$ cat src/rtl/pcr_pkg.sv
// Shared types, constants and helpers for the palette code to RGB565 decoder.
// No dependencies; compiled first.
package pcr_pkg;

  localparam int PALETTE_DEPTH_DEF  = 256;
  localparam int MAX_CODE_CHARS_DEF = 4;

  localparam int CODE_W     = 32;
  localparam int COLOR_W    = 16;
  localparam int CHAR_W     = 8;
  localparam int IDX_W      = 8;
  localparam int CHAN_W     = 8;
  localparam int CPP_W      = 3;
  localparam int CNT_REG_W  = 9;
  localparam int CFG_IDX_W  = 4;
  localparam int CFG_DATA_W = 9;

  localparam logic [CFG_IDX_W-1:0] REG_CHARS_PER_PIXEL = CFG_IDX_W'(0);
  localparam logic [CFG_IDX_W-1:0] REG_COLOR_COUNT     = CFG_IDX_W'(1);

  localparam logic ACTION_LOAD  = 1'b0;
  localparam logic ACTION_PIXEL = 1'b1;

  typedef enum logic [1:0] {
    SRCH_IDLE,
    SRCH_SCAN,
    SRCH_DONE
  } srch_state_t;

  // search launch from the front end
  typedef struct packed {
    logic              go;
    logic              empty;
    logic [CODE_W-1:0] code;
  } srch_cmd_t;

  // search outcome, valid for one cycle
  typedef struct packed {
    logic               valid;
    logic               found;
    logic [COLOR_W-1:0] color;
  } srch_result_t;

  function automatic logic [COLOR_W-1:0] rgb565(input logic [CHAN_W-1:0] r,
                                                input logic [CHAN_W-1:0] g,
                                                input logic [CHAN_W-1:0] b);
    rgb565 = {r[7:3], g[7:2], b[7:3]};
  endfunction

endpackage

$ cat src/rtl/pcr_search.sv
// Linear palette search: one RAM read issued per cycle, compare on returned data.
// Depends on pcr_pkg; drives the read port of pcr_ram in the top level.
module pcr_search import pcr_pkg::*; #(
  parameter int PALETTE_DEPTH = PALETTE_DEPTH_DEF
) (
  input  logic                             clk,
  input  logic                             rst,
  input  srch_cmd_t                        cmd,
  input  logic [$clog2(PALETTE_DEPTH)-1:0] last,
  input  logic                             out_free,
  output logic                             busy,
  output logic                             rd_en,
  output logic [$clog2(PALETTE_DEPTH)-1:0] rd_addr,
  input  logic [CODE_W-1:0]                rd_code,
  input  logic [COLOR_W-1:0]               rd_color,
  output srch_result_t                     res
);

  localparam int AW = $clog2(PALETTE_DEPTH);

  srch_state_t        state, state_next;
  logic [AW-1:0]      idx;
  logic [AW-1:0]      last_q;
  logic [CODE_W-1:0]  code_q;
  logic               rd_pend;
  logic               rd_last;
  logic               found_q;
  logic [COLOR_W-1:0] color_q;
  logic               hit;
  logic               stop;

  assign hit  = rd_pend && (rd_code == code_q);
  assign stop = hit || (rd_pend && rd_last);

  always_comb begin
    state_next = state;
    case (state)
      SRCH_IDLE: begin
        if (cmd.go) begin
          state_next = cmd.empty ? SRCH_DONE : SRCH_SCAN;
        end
      end
      SRCH_SCAN: begin
        if (stop) begin
          state_next = SRCH_DONE;
        end
      end
      SRCH_DONE: begin
        if (out_free) begin
          state_next = SRCH_IDLE;
        end
      end
      default: state_next = SRCH_IDLE;
    endcase
  end

  always_comb begin
    busy      = (state != SRCH_IDLE);
    rd_en     = (state == SRCH_SCAN) && !stop;
    rd_addr   = idx;
    res.valid = (state == SRCH_DONE) && out_free;
    res.found = found_q;
    res.color = color_q;
  end

  always_ff @(posedge clk) begin
    if (rst) begin
      state   <= SRCH_IDLE;
      rd_pend <= 1'b0;
      found_q <= 1'b0;
    end else begin
      state <= state_next;
      case (state)
        SRCH_IDLE: begin
          rd_pend <= 1'b0;
          if (cmd.go) begin
            found_q <= 1'b0;
          end
        end
        SRCH_SCAN: begin
          rd_pend <= rd_en;
          if (hit) begin
            found_q <= 1'b1;
          end
        end
        default: rd_pend <= 1'b0;
      endcase
    end
  end

  // datapath registers
  always_ff @(posedge clk) begin
    if (state == SRCH_IDLE && cmd.go) begin
      code_q <= cmd.code;
      last_q <= last;
      idx    <= '0;
    end else if (rd_en) begin
      idx <= idx + AW'(1);
    end
    if (rd_en) begin
      rd_last <= (idx == last_q);
    end
    if (state == SRCH_SCAN && hit) begin
      color_q <= rd_color;
    end
  end

endmodule

$ cat config.mk
export PLATFORM = sky130hd
export DESIGN_NAME = pcr_search
export DESIGN_NICKNAME = d
export VERILOG_FILES = /design/src/rtl/pcr_pkg.sv /design/src/rtl/pcr_search.sv
export SDC_FILE = /design/constraint.sdc
export NUM_CORES = 1
export LEC_CHECK = 0
export BUFFER_PORTS_ARGS = -buffer_cell sky130_fd_sc_hd__clkbuf_2
export CAP_MARGIN = 10
export CORE_MARGIN = 10
export CORE_UTILIZATION = 43
export DETAILED_ROUTE_END_ITERATION = 8
export GPL_TIMING_DRIVEN = 0
export HOLD_SLACK_MARGIN = 0.02
export PLACE_DENSITY = 0.83
export SETUP_SLACK_MARGIN = 0.4
export SYNTH_ARGS = -nofsm -noshare
export SYNTH_HDL_FRONTEND = slang
export SYNTH_SLANG_ARGS = --single-unit
$ cat constraint.sdc
create_clock -name clk -period 2.9 [get_ports clk]
set_input_delay 0.435 -clock clk [delete_from_list [all_inputs] [get_ports clk]]
set_output_delay 0.435 -clock clk [all_outputs]
set_load 0.005 [all_outputs]
# == Word-level counts from Yosys, hierarchy flattened ==
# Cells that the tools add are included.
# W data, S select, Z words.
# totals
ff_bits,69
inputBits,93
output_inout_bits,28
word_cells,40
# classes
add_sub_neg,1
eq_ne,8
muxes,8
n_bitwise,1
n_reduce_logical,14
# op_table
op,count
$eq A32 B32 Y1,1
$add A8 B1 Y8 const B,1
$eq A8 B8 Y1,1
$mux W2,4
$ne A2 B2 Y1 const B,4
$logic_and A1 B1 Y1,6
$pmux W2 S3,1
$reduce_and A3 Y1,2
$reduce_bool A2 Y1,2
$eq A2 B1 Y1 const B,1
$eq A2 B2 Y1 const B,1
$logic_not A2 Y1,1
$mux W1,2
$pmux W1 S2,1
$reduce_or A2 Y1,1
$logic_not A1 Y1,1
$logic_or A1 B1 Y1,1
$not A1 Y1,1

# == Depth between registers and ports, before layout ==
# Gate-level depths: netlist (run 1).
# logic_depth
ltp_word,5
mapped_depth,7
mapped_depth_nobuf,7

# == Least setup slack after synthesis (run 1) ==
# OpenSTA, ideal clock, no wires.
# synth_path
path_type,input to register
from,in rd_code[26]
to,reg color_q[0] (enable)
setup_ns,0.430
t_arrival_ns,2.674
t_required_ns,2.470
path_slack_ns,-0.204
cell_stages,4
path_buffers,0
cell_sequence,xor2_1 nor4_1 nand4_1 nor4_1
# synth_via
elab_chain_len,3
# synth_rtl
item,line_no,rtl
from (decl),pcr_search.sv:14,"input logic [CODE_W-1:0] rd_code,"
$eq A32 B32 Y1,pcr_search.sv:32,assign hit = rd_pend && (rd_code == code_q);
$logic_and A1 B1 Y1,pcr_search.sv:32,
$logic_and A1 B1 Y1,pcr_search.sv:103,if (state == SRCH_SCAN && hit) begin
to (signal assigned),pcr_search.sv:104,color_q <= rd_color;
to (decl),pcr_search.sv:28,logic [COLOR_W-1:0] color_q;
# Every way passes these cells.
# A chain may end at the register's enable or synchronous reset.

# == Final worst setup path (run 1) ==
# layout_path
from,reg code_q[26]
to,out rd_en
# layout_via
elab_chain_len,5
# layout_rtl
item,line_no,rtl
from (decl),pcr_search.sv:24,logic [CODE_W-1:0] code_q;
from (signal assigned),pcr_search.sv:94,code_q <= cmd.code;
$eq A32 B32 Y1,pcr_search.sv:32,
$logic_and A1 B1 Y1,pcr_search.sv:32,
$logic_or A1 B1 Y1,pcr_search.sv:33,assign stop = hit || (rd_pend && rd_last);
$logic_not A1 Y1,pcr_search.sv:59,rd_en = (state == SRCH_SCAN) && !stop;
$logic_and A1 B1 Y1,pcr_search.sv:59,
to (decl),pcr_search.sv:12,"output logic rd_en,"
# Every way passes these cells.

==> results of run 1 <==
## routing by layer
layer / vias to the layer above / share of wire / routed length, um
met5: - / 0 / 0
met4: 0 / 0.015 / 97
met3: 11 / 0.10 / 687
met2: 95 / 0.48 / 3180
met1: 941 / 0.40 / 2630
li1: 1003 / - / -
## critical path, stage by stage, from the launching register on
cell and delay (ns):
edfxtp_1 0.38, xor2_1 0.18, nor4_2 0.39, nand4_1 0.20, nor4_4 0.29, nand2b_4 0.20
inv_4 0.04, clkbuf_2 0.10
## cell type report
class                   count  area (um2)  area share
inverters                   6        25.0     0.00653
clock inverters             6        77.6      0.0202
well taps                  77        96.3      0.0251
plain buffers               2        18.8     0.00490
flip-flops and latches     69        1950       0.509
repair buffers            124         643       0.168
clock buffers              10         128      0.0333
multi-input cells         117         892       0.233
## timing repair
action	CTS	global route
setup buffers	2	2
pin swaps	12	3
hold endpoints to repair	0	0
hold buffers	0	0
resized for setup	4	1
endpoints found under the setup margin	17	17
## Yosys cell counts, drive strengths merged (3+ instances only)
master / count
xnor2: 21
dfxtp: 12
nand2: 7
edfxtp: 57
nand4: 7
xor2: 19
nor4: 6
a21oi: 8
nor3: 3
o21ai: 5
nor2: 9
inv: 6
nand3: 7
nand2b: 3
o31ai: 4
## registers in the layout, indices dropped and copies added, names as in the netlist
signal / cells
color_q: 16
found_q: 1
rd_addr: 8
rd_last: 1
code_q: 32
last_q: 8
rd_pend: 1
state: 2
## kinds of logic after synthesis
logic type | after synthesis | synth area share
simple gates | 53 | 0.117
fa+ha+maj | 1 | 0.00441
compound gates | 23 | 0.0516
flops | 69 | 0.688
xor+xnor | 40 | 0.123
buf+inv | 8 | 0.0154
## power by group through the flow
stage | Combinational [mW] | Sequential, mW | Clock [mW]
finish | 0.228 | 1.18 | 0.816
global route | 0.258 | 1.18 | 0.885
CTS | 0.230 | 1.18 | 0.834
detailed placement | 0.221 | 1.20 | 0
global placement | 0.213 | 1.19 | 0
floorplan | 0.118 | 1.19 | 0
## placed cells by master (no fill, tap or decap), types with 3 or more instances in the layout
master    instances
clkbuf_2        120
edfxtp_1         57
xor2_1           19
xnor2_1          18
dfxtp_1          12
nor2_1            9
clkbuf_8          9
a21oi_1           8
nand3_1           7
nand2_1           7
nand4_1           7
inv_1             4
o31ai_1           4
buf_4             4
xnor2_2           3
o21ai_0           3
## per-stage QoR
stage | cell area (um2) | std cells | util
2_1_floorplan | 2840 | 194 | -
3_3_place_gp | 3540 | 391 | 0.554
3_5_place_dp | 3550 | 391 | 0.556
4_1_cts | 3800 | 409 | 0.595
5_1_grt | 3830 | 411 | 0.600
6_report | 3830 | 411 | 0.600
## worst max path at each step
stage / from / end / slack (ns) / cells past startpoint
final: code_q[26] / rd_en / 0.35 / 7
after global routing: code_q[26] / rd_en / 0.17 / 7
after CTS: code_q[23] / rd_en / 0.32 / 7
after detailed placement: rd_code[26] / color_q[4] / 0.24 / 5
after global placement: rd_code[26] / color_q[14] / -0.13 / 5
after floorplan: rd_code[26] / color_q[0] / 0.43 / 4
==> impl_metrics.json, run 1 <==
{
  "h-tree-depth": 3,
  "ioPinCount": 121,
  "die_w_um": 101,
  "min_to": "code_q[12]",
  "hp-start": "cmd[12]",
  "critPathArrivalTime_ns": 2.12,
  "root_buffer": "clkbuf_8",
  "end_kind": "output port",
  "critPathMaxFanout": 3,
  "ys_ff_latch": 69,
  "gp_congestion": 0.751,
  "clk_pin_slew_ns": 0.07,
  "start_util": 0.444,
  "maxSlewHeadroom": 0.394,
  "die_y_um": 101,
  "power.total_mw": 2.22,
  "yosysTopAreaCell": "edfxtp_1",
  "dieArea_um2": 10200,
  "maxCapViolCount": 0,
  "dr.first_iter.drc_count": 63,
  "r2r-start": "code_q[26]",
  "nets": 423,
  "antenna_found_initial": 0,
  "cts.sinks": 69,
  "r2r_slack_ns": 0.84,
  "core_um2": 6390,
  "p_int_mw": 1.73,
  "diodes": 0,
  "max_freq_ghz": 0.392,
  "seqPwrFrac": 0.530,
  "holdPathStages": 1,
  "first_pass_iters": 4,
  "postRouteAntennaNets": 0,
  "fill_cells": 515,
  "synth.distinct_cells": 35,
  "start_kind": "register",
  "hold_viol_final": 0,
  "hold_class": "in2reg",
  "avgSynthCellArea_um2": 14.6,
  "synth_flop_cell": "edfxtp_1",
  "p_sw_frac": 0.221,
  "route.detailed.drc": 0,
  "finalCriticalPeriod_ns": 2.55,
  "grtUsageMet3": 0.0606,
  "worstSkewPairLatency_ns": 0.34,
  "rsz0062_at_grt": "true",
  "wl_per_cell_um": 16.0,
  "r2r-end": "rd_addr[6]",
  "layout-drive-gt1-share": 0.461,
  "routed-via-count": 2050,
  "cts_tree": "built",
  "whs_ns": 0.264,
  "synthCells": 194,
  "tightest_slew_ns": 0.907,
  "row_count": 29,
  "clkPwrFrac": 0.368,
  "port_buffers": 120,
  "grt_usage": 0.132,
  "tns_ns": 0,
  "synth_edf_count": 57,
  "power.switching_mw": 0.490,
  "grt_pass1_wl_um": 10400,
  "timing.final.ws_setup_ns": 0.349,
  "outcome": "finished clean",
  "syn2layout_area_growth_pct": 35.1,
  "finalCritPeriodShare": 0.880,
  "top_usage_layer": "met2",
  "place_ws_ns": 0.239,
  "cts_made_buffers": 9,
  "ys_warn_count": 0,
  "required_ns": 2.47,
  "wirelength_um": 6590,
  "leakagePower_nw": 1.58,
  "power_frac_comb": 0.103,
  "synth_fp_nets": 288,
  "first_global_vias": 2141,
  "gr-total-overflow": 0,
  "clock_skew_ns": 0.00771,
  "pwr_density_cell_nw_per_um2": 579,
  "dp_hpwl_um": 5340,
  "ys_top_cells_by_area": "edfxtp_1, dfxtp_1, xnor2_1, xor2_1, nand4_1",
  "async_reset_ff_frac": 0,
  "grt_max_degree": 46,
  "slew_viol_final": 0,
  "via_per_inst": 4.99,
  "cts-root-to-sink-buffers": 2,
  "met2_usage": 0.208,
  "syn_area_um2": 2840,
  "rr_worst_depth": 8,
  "irDropWorstVdd_v": 0.000389,
  "seq_area_frac_synth": 0.688,
  "synth_top_area_frac": 0.603,
  "setup_viol": 0,
  "path_class": "reg2out",
  "gr-usage-met1": 0.150
}
(Power assumes the default switching activity.)
==> run 2, diff against run 1 <==
--- a/config.mk
+++ b/config.mk
@@ -10,7 +10,7 @@
 export CORE_MARGIN = 10
 export CORE_UTILIZATION = 43
 export DETAILED_ROUTE_END_ITERATION = 8
-export GPL_TIMING_DRIVEN = 0
+export GPL_TIMING_DRIVEN = 1
 export HOLD_SLACK_MARGIN = 0.02
 export PLACE_DENSITY = 0.83
 export SETUP_SLACK_MARGIN = 0.4
==> impl_metrics.json, run 2 (synthesis results as in run 1) <==
{
  "core_um2": 6390,
  "cts_made_buffers": 9,
  "required_ns": 2.47,
  "die_w_um": 101,
  "critPathMaxFanout": 3,
  "cts.sinks": 69,
  "finalCritPeriodShare": 0.889,
  "ioPinCount": 121,
  "diodes": 0,
  "critPathArrivalTime_ns": 2.14,
  "via_per_inst": 4.96,
  "gr-total-overflow": 0,
  "routed-via-count": 2027,
  "final_cell_mix": "clkbuf_2, edfxtp_1, xor2_1, xnor2_1",
  "placedInstanceArea_um2": 3550,
  "grt_max_degree": 46,
  "grt_usage": 0.132,
  "tns_ns": 0,
  "wl_per_cell_um": 16.8,
  "wirelength_um": 6880,
  "clock_skew_ns": 0.00978,
  "nets": 421,
  "layout-drive-gt1-share": 0.470,
  "grt_pass1_wl_um": 10400,
  "power.total_mw": 2.19,
  "largest_reg_flops": 32,
  "setup_viol": 0,
  "reg_top3": "code_q x32, color_q x16",
  "tightest_slew_ns": 0.902,
  "maxSlewHeadroom": 0.398,
  "dieArea_um2": 10200,
  "gr-usage-met1": 0.141,
  "route.detailed.drc": 0,
  "gp_congestion": 0.807,
  "row_count": 29,
  "irDropWorstVdd_v": 0.000364,
  "met2_usage": 0.210,
  "finalCriticalPeriod_ns": 2.58,
  "grtUsageMet3": 0.0756,
  "antenna_found_initial": 0,
  "top_register": "code_q",
  "start_util": 0.444,
  "path_class": "reg2out",
  "hold_viol_final": 0,
  "die_y_um": 101,
  "maxCapViolCount": 0,
  "root_buffer": "clkbuf_8",
  "max_freq_ghz": 0.388,
  "first_pass_iters": 4,
  "port_buffers": 120,
  "worstSkewPairLatency_ns": 0.34,
  "dp_hpwl_um": 5400,
  "postRouteAntennaNets": 0,
  "dr.first_iter.drc_count": 75,
  "outcome": "finished clean",
  "first_global_vias": 2182,
  "end_kind": "output port",
  "final_common_cell": "clkbuf_2",
  "h-tree-depth": 3,
  "hold_class": "in2reg",
  "start_kind": "register",
  "rsz0062_at_grt": "true",
  "clk_pin_slew_ns": 0.07,
  "top_usage_layer": "met2",
  "cts_tree": "built",
  "leakagePower_nw": 1.58,
  "syn2layout_area_growth_pct": 34.2,
  "post-route-cell-area_um2": 3810,
  "cts-root-to-sink-buffers": 2,
  "ctsHoldBuffers": 0,
  "pwr_density_cell_nw_per_um2": 576,
  "slew_viol_final": 0,
  "whs_ns": 0.264
}
## run 2: final timing paths
kind | cells past startpoint | end | startpoint | slack (ns)
worst max-delay path | 7 | rd_en | code_q[23] | 0.32
worst min-delay path | 1 | code_q[7] | cmd[7] | 0.26
worst max register to register | 8 | rd_addr[5] | code_q[23] | 0.77
worst min register to register | 2 | rd_addr[7] | rd_addr[7] | 0.53
## run 2: routing by layer
| metal | up-vias | part of all wire |
|---|---|---|
| met1 | 935 | 0.39 |
| met5 | - | 0 |
| li1 | 995 | - |
| met2 | 88 | 0.48 |
| met4 | 0 | 0.015 |
| met3 | 9 | 0.12 |
## run 2: cell type report
| class | count | area (um2) |
|---|---|---|
| clock buffer | 13 | 190 |
| clock inverter | 3 | 15.0 |
| fill | 535 | 2580 |
| multi-input combinational | 117 | 900 |
| timing repair buffer | 124 | 631 |
| inverter | 6 | 25.0 |
| tap | 77 | 96.3 |
| sequential | 69 | 1950 |
## run 2: worst max-delay path, cell delays in order (launching register included)
cell	delay, ns
edfxtp_1	0.41
xnor2_2	0.20
nand4_1	0.16
or4b_4	0.52
nor4_4	0.17
nand2b_4	0.19
inv_4	0.04
clkbuf_2	0.11
## run 2: timing repair
item | CTS | global route
resized for setup | 4 | 2
endpoints found under the setup margin | 1 | 1
pin swaps | 3 | 3
setup buffers | 2 | 0
## run 2: where the power goes
part,leakage [nW],internal (mW),switching [mW]
clock,0.110,0.429,0.355
sequential,0.633,1.14,0.0352
combinational,0.835,0.113,0.120
## run 2: through the flow
stage / std cells / setup slack [ns] / util
5_1_grt: 409 / 0.232 / 0.596
2_1_floorplan: 194 / 0.430 / -
4_1_cts: 409 / 0.291 / 0.594
6_report: 409 / 0.321 / 0.596
3_5_place_dp: 391 / 0.369 / 0.555
3_3_place_gp: 391 / 0.408 / 0.555
==> run 3, diff against run 2 <==
--- a/config.mk
+++ b/config.mk
@@ -7,12 +7,14 @@
 export LEC_CHECK = 0
 export BUFFER_PORTS_ARGS = -buffer_cell sky130_fd_sc_hd__clkbuf_2
 export CAP_MARGIN = 10
+export CELL_PAD_IN_SITES_DETAIL_PLACEMENT = 1
+export CELL_PAD_IN_SITES_GLOBAL_PLACEMENT = 1
 export CORE_MARGIN = 10
-export CORE_UTILIZATION = 43
+export CORE_UTILIZATION = 33
 export DETAILED_ROUTE_END_ITERATION = 8
 export GPL_TIMING_DRIVEN = 1
 export HOLD_SLACK_MARGIN = 0.02
-export PLACE_DENSITY = 0.83
+export PLACE_DENSITY = 0.82
 export SETUP_SLACK_MARGIN = 0.4
 export SYNTH_ARGS = -nofsm -noshare
 export SYNTH_HDL_FRONTEND = slang
==> impl_metrics.json, run 3 (synthesis results as in run 1) <==
{
  "outcome": "finished clean",
  "finalCriticalPeriod_ns": 2.56,
  "hold_viol_final": 0,
  "hp-start": "cmd[31]",
  "dieArea_um2": 12700,
  "rsz0062_at_grt": "true",
  "syn2layout_area_growth_pct": 34.7,
  "holdPathStages": 1,
  "via_per_inst": 4.69,
  "whs_ns": 0.274,
  "path_class": "reg2out",
  "core_um2": 8300,
  "min_to": "code_q[31]",
  "postRouteAntennaNets": 0,
  "post-route-cell-area_um2": 3820,
  "crit_buf_inv": 2,
  "wl_met3_um": 776,
  "start_kind": "register",
  "rr_worst_depth": 8,
  "slew_viol_final": 0,
  "top_layer": "met4",
  "root_buffer": "clkbuf_8",
  "gr-total-overflow": 0,
  "largest_reg_flops": 32,
  "final_cells": 440,
  "route.detailed.drc": 0,
  "cts.sinks": 69,
  "port_buffers": 120,
  "dr.first_iter.drc_count": 42,
  "diodes": 0,
  "wirelength_met1_um": 3020,
  "first_global_vias": 2418,
  "die_w_um": 113,
  "met2_wirelength_um": 3960,
  "leakagePower_nw": 1.56,
  "finalCritPeriodShare": 0.882,
  "h-tree-depth": 3,
  "tns_ns": 0,
  "setup_viol": 0,
  "critPathArrivalTime_ns": 2.12,
  "slowest_delay_ns": 0.51,
  "start_util": 0.342,
  "r2r_slack_ns": 0.81,
  "r2r-start": "code_q[23]",
  "irDropWorstVdd_v": 0.000305,
  "clk_pin_slew_ns": 0.08,
  "gp_congestion": 0.765,
  "dp_cells": 420,
  "layout-drive-gt1-share": 0.466,
  "critPathMaxFanout": 3,
  "pwr_density_cell_nw_per_um2": 547,
  "grt_pass1_wl_um": 12600,
  "ioPinCount": 121,
  "wl_per_cell_um": 17.9,
  "final_cell_mix": "clkbuf_2, edfxtp_1, xor2_1, xnor2_1, dfxtp_1",
  "cts_tree": "built",
  "timing.final.ws_setup_ns": 0.341,
  "row_count": 33,
  "hold_class": "in2reg",
  "maxSlewHeadroom": 0.406,
  "placedInstanceArea_um2": 3590,
  "cpMaxStageDelayCell": "or4b_4",
  "tightest_slew_ns": 0.890,
  "worstSkewPairLatency_ns": 0.33,
  "nets": 424,
  "crit_cells": 7,
  "wirelength_um": 7870,
  "dp_hpwl_um": 6370,
  "antenna_found_initial": 0,
  "max_freq_ghz": 0.391,
  "required_ns": 2.47,
  "grt_usage": 0.124,
  "routed-via-count": 2063,
  "end_kind": "output port",
  "first_pass_iters": 4,
  "clock_skew_ns": 0.0119,
  "r2r-end": "rd_addr[3]",
  "cts-root-to-sink-buffers": 2,
  "die_y_um": 113,
  "final_util": 0.460,
  "final_common_cell": "clkbuf_2",
  "cts_made_buffers": 9,
  "grt_max_degree": 43,
  "path_cells": "xnor2_2, nand4_1, or4b_4, nor4_4, nand2b_4, inv_4, clkbuf_2",
  "power.total_mw": 2.09,
  "cp_top_family": "simple AND/OR/NAND/NOR gates",
  "reg_top3": "code_q x32, color_q x16",
  "maxCapViolCount": 0,
  "top_register": "code_q",
  "place_ws_ns": 0.372
}
[run 3: changes by cell type in the layout (fill, tap and decap cells not counted), sizes merged]
cell,change
buf,+3
clkbuf,-2
clkinv,+1
clkinvlp,+1
[run 3: how the worst max path moves through the flow]
stage                     slack [ns]         end         from
after floorplan                 0.43  color_q[0]  rd_code[26]
after detailed placement        0.37       rd_en  rd_code[23]
after global placement          0.39       rd_en  rd_code[23]
after global routing            0.21       rd_en   code_q[23]
final                           0.34       rd_en   code_q[23]
after CTS                       0.33       rd_en    code_q[9]
[run 3: worst reg2reg max path, delay by kind of cell (launching register included)]
kind	cells	cell delay [ns]
and+or+nand+nor	4	1.03
AOI/OAI and AO/OA	1	0.08
xor gates and xnor gates	1	0.19
DFF	1	0.43
buffers and inverters	2	0.22
[run 3: report_power, final]
part           internal [mW]  switching [mW]
clock network          0.326           0.341
logic                  0.118           0.126
registers               1.14          0.0370
[run 3: repair_timing]
item,in CTS,in global routing
endpoints found under the setup margin,1,1
resized for setup,5,0
buffers inserted,3,1
pin swaps,8,0
hold buffers,0,0
hold endpoints to repair,0,0
[run 3: area by class of cell]
| class | count | area, um2 |
|---|---|---|
| multi-input combinational | 117 | 892 |
| clock buffer | 11 | 141 |
| clock inverter | 5 | 26.3 |
| inverter | 6 | 25.0 |
| timing repair buffer | 127 | 653 |
| sequential | 69 | 1950 |
| fill | 909 | 4480 |
| tap | 105 | 131 |
[run 3: routing by layer]
metal | vias to the layer above | GRT usage
met5 | - | 0
met4 | 0 | 0.0448
met3 | 11 | 0.0576
met2 | 86 | 0.214
met1 | 964 | 0.130
li1 | 1002 | -
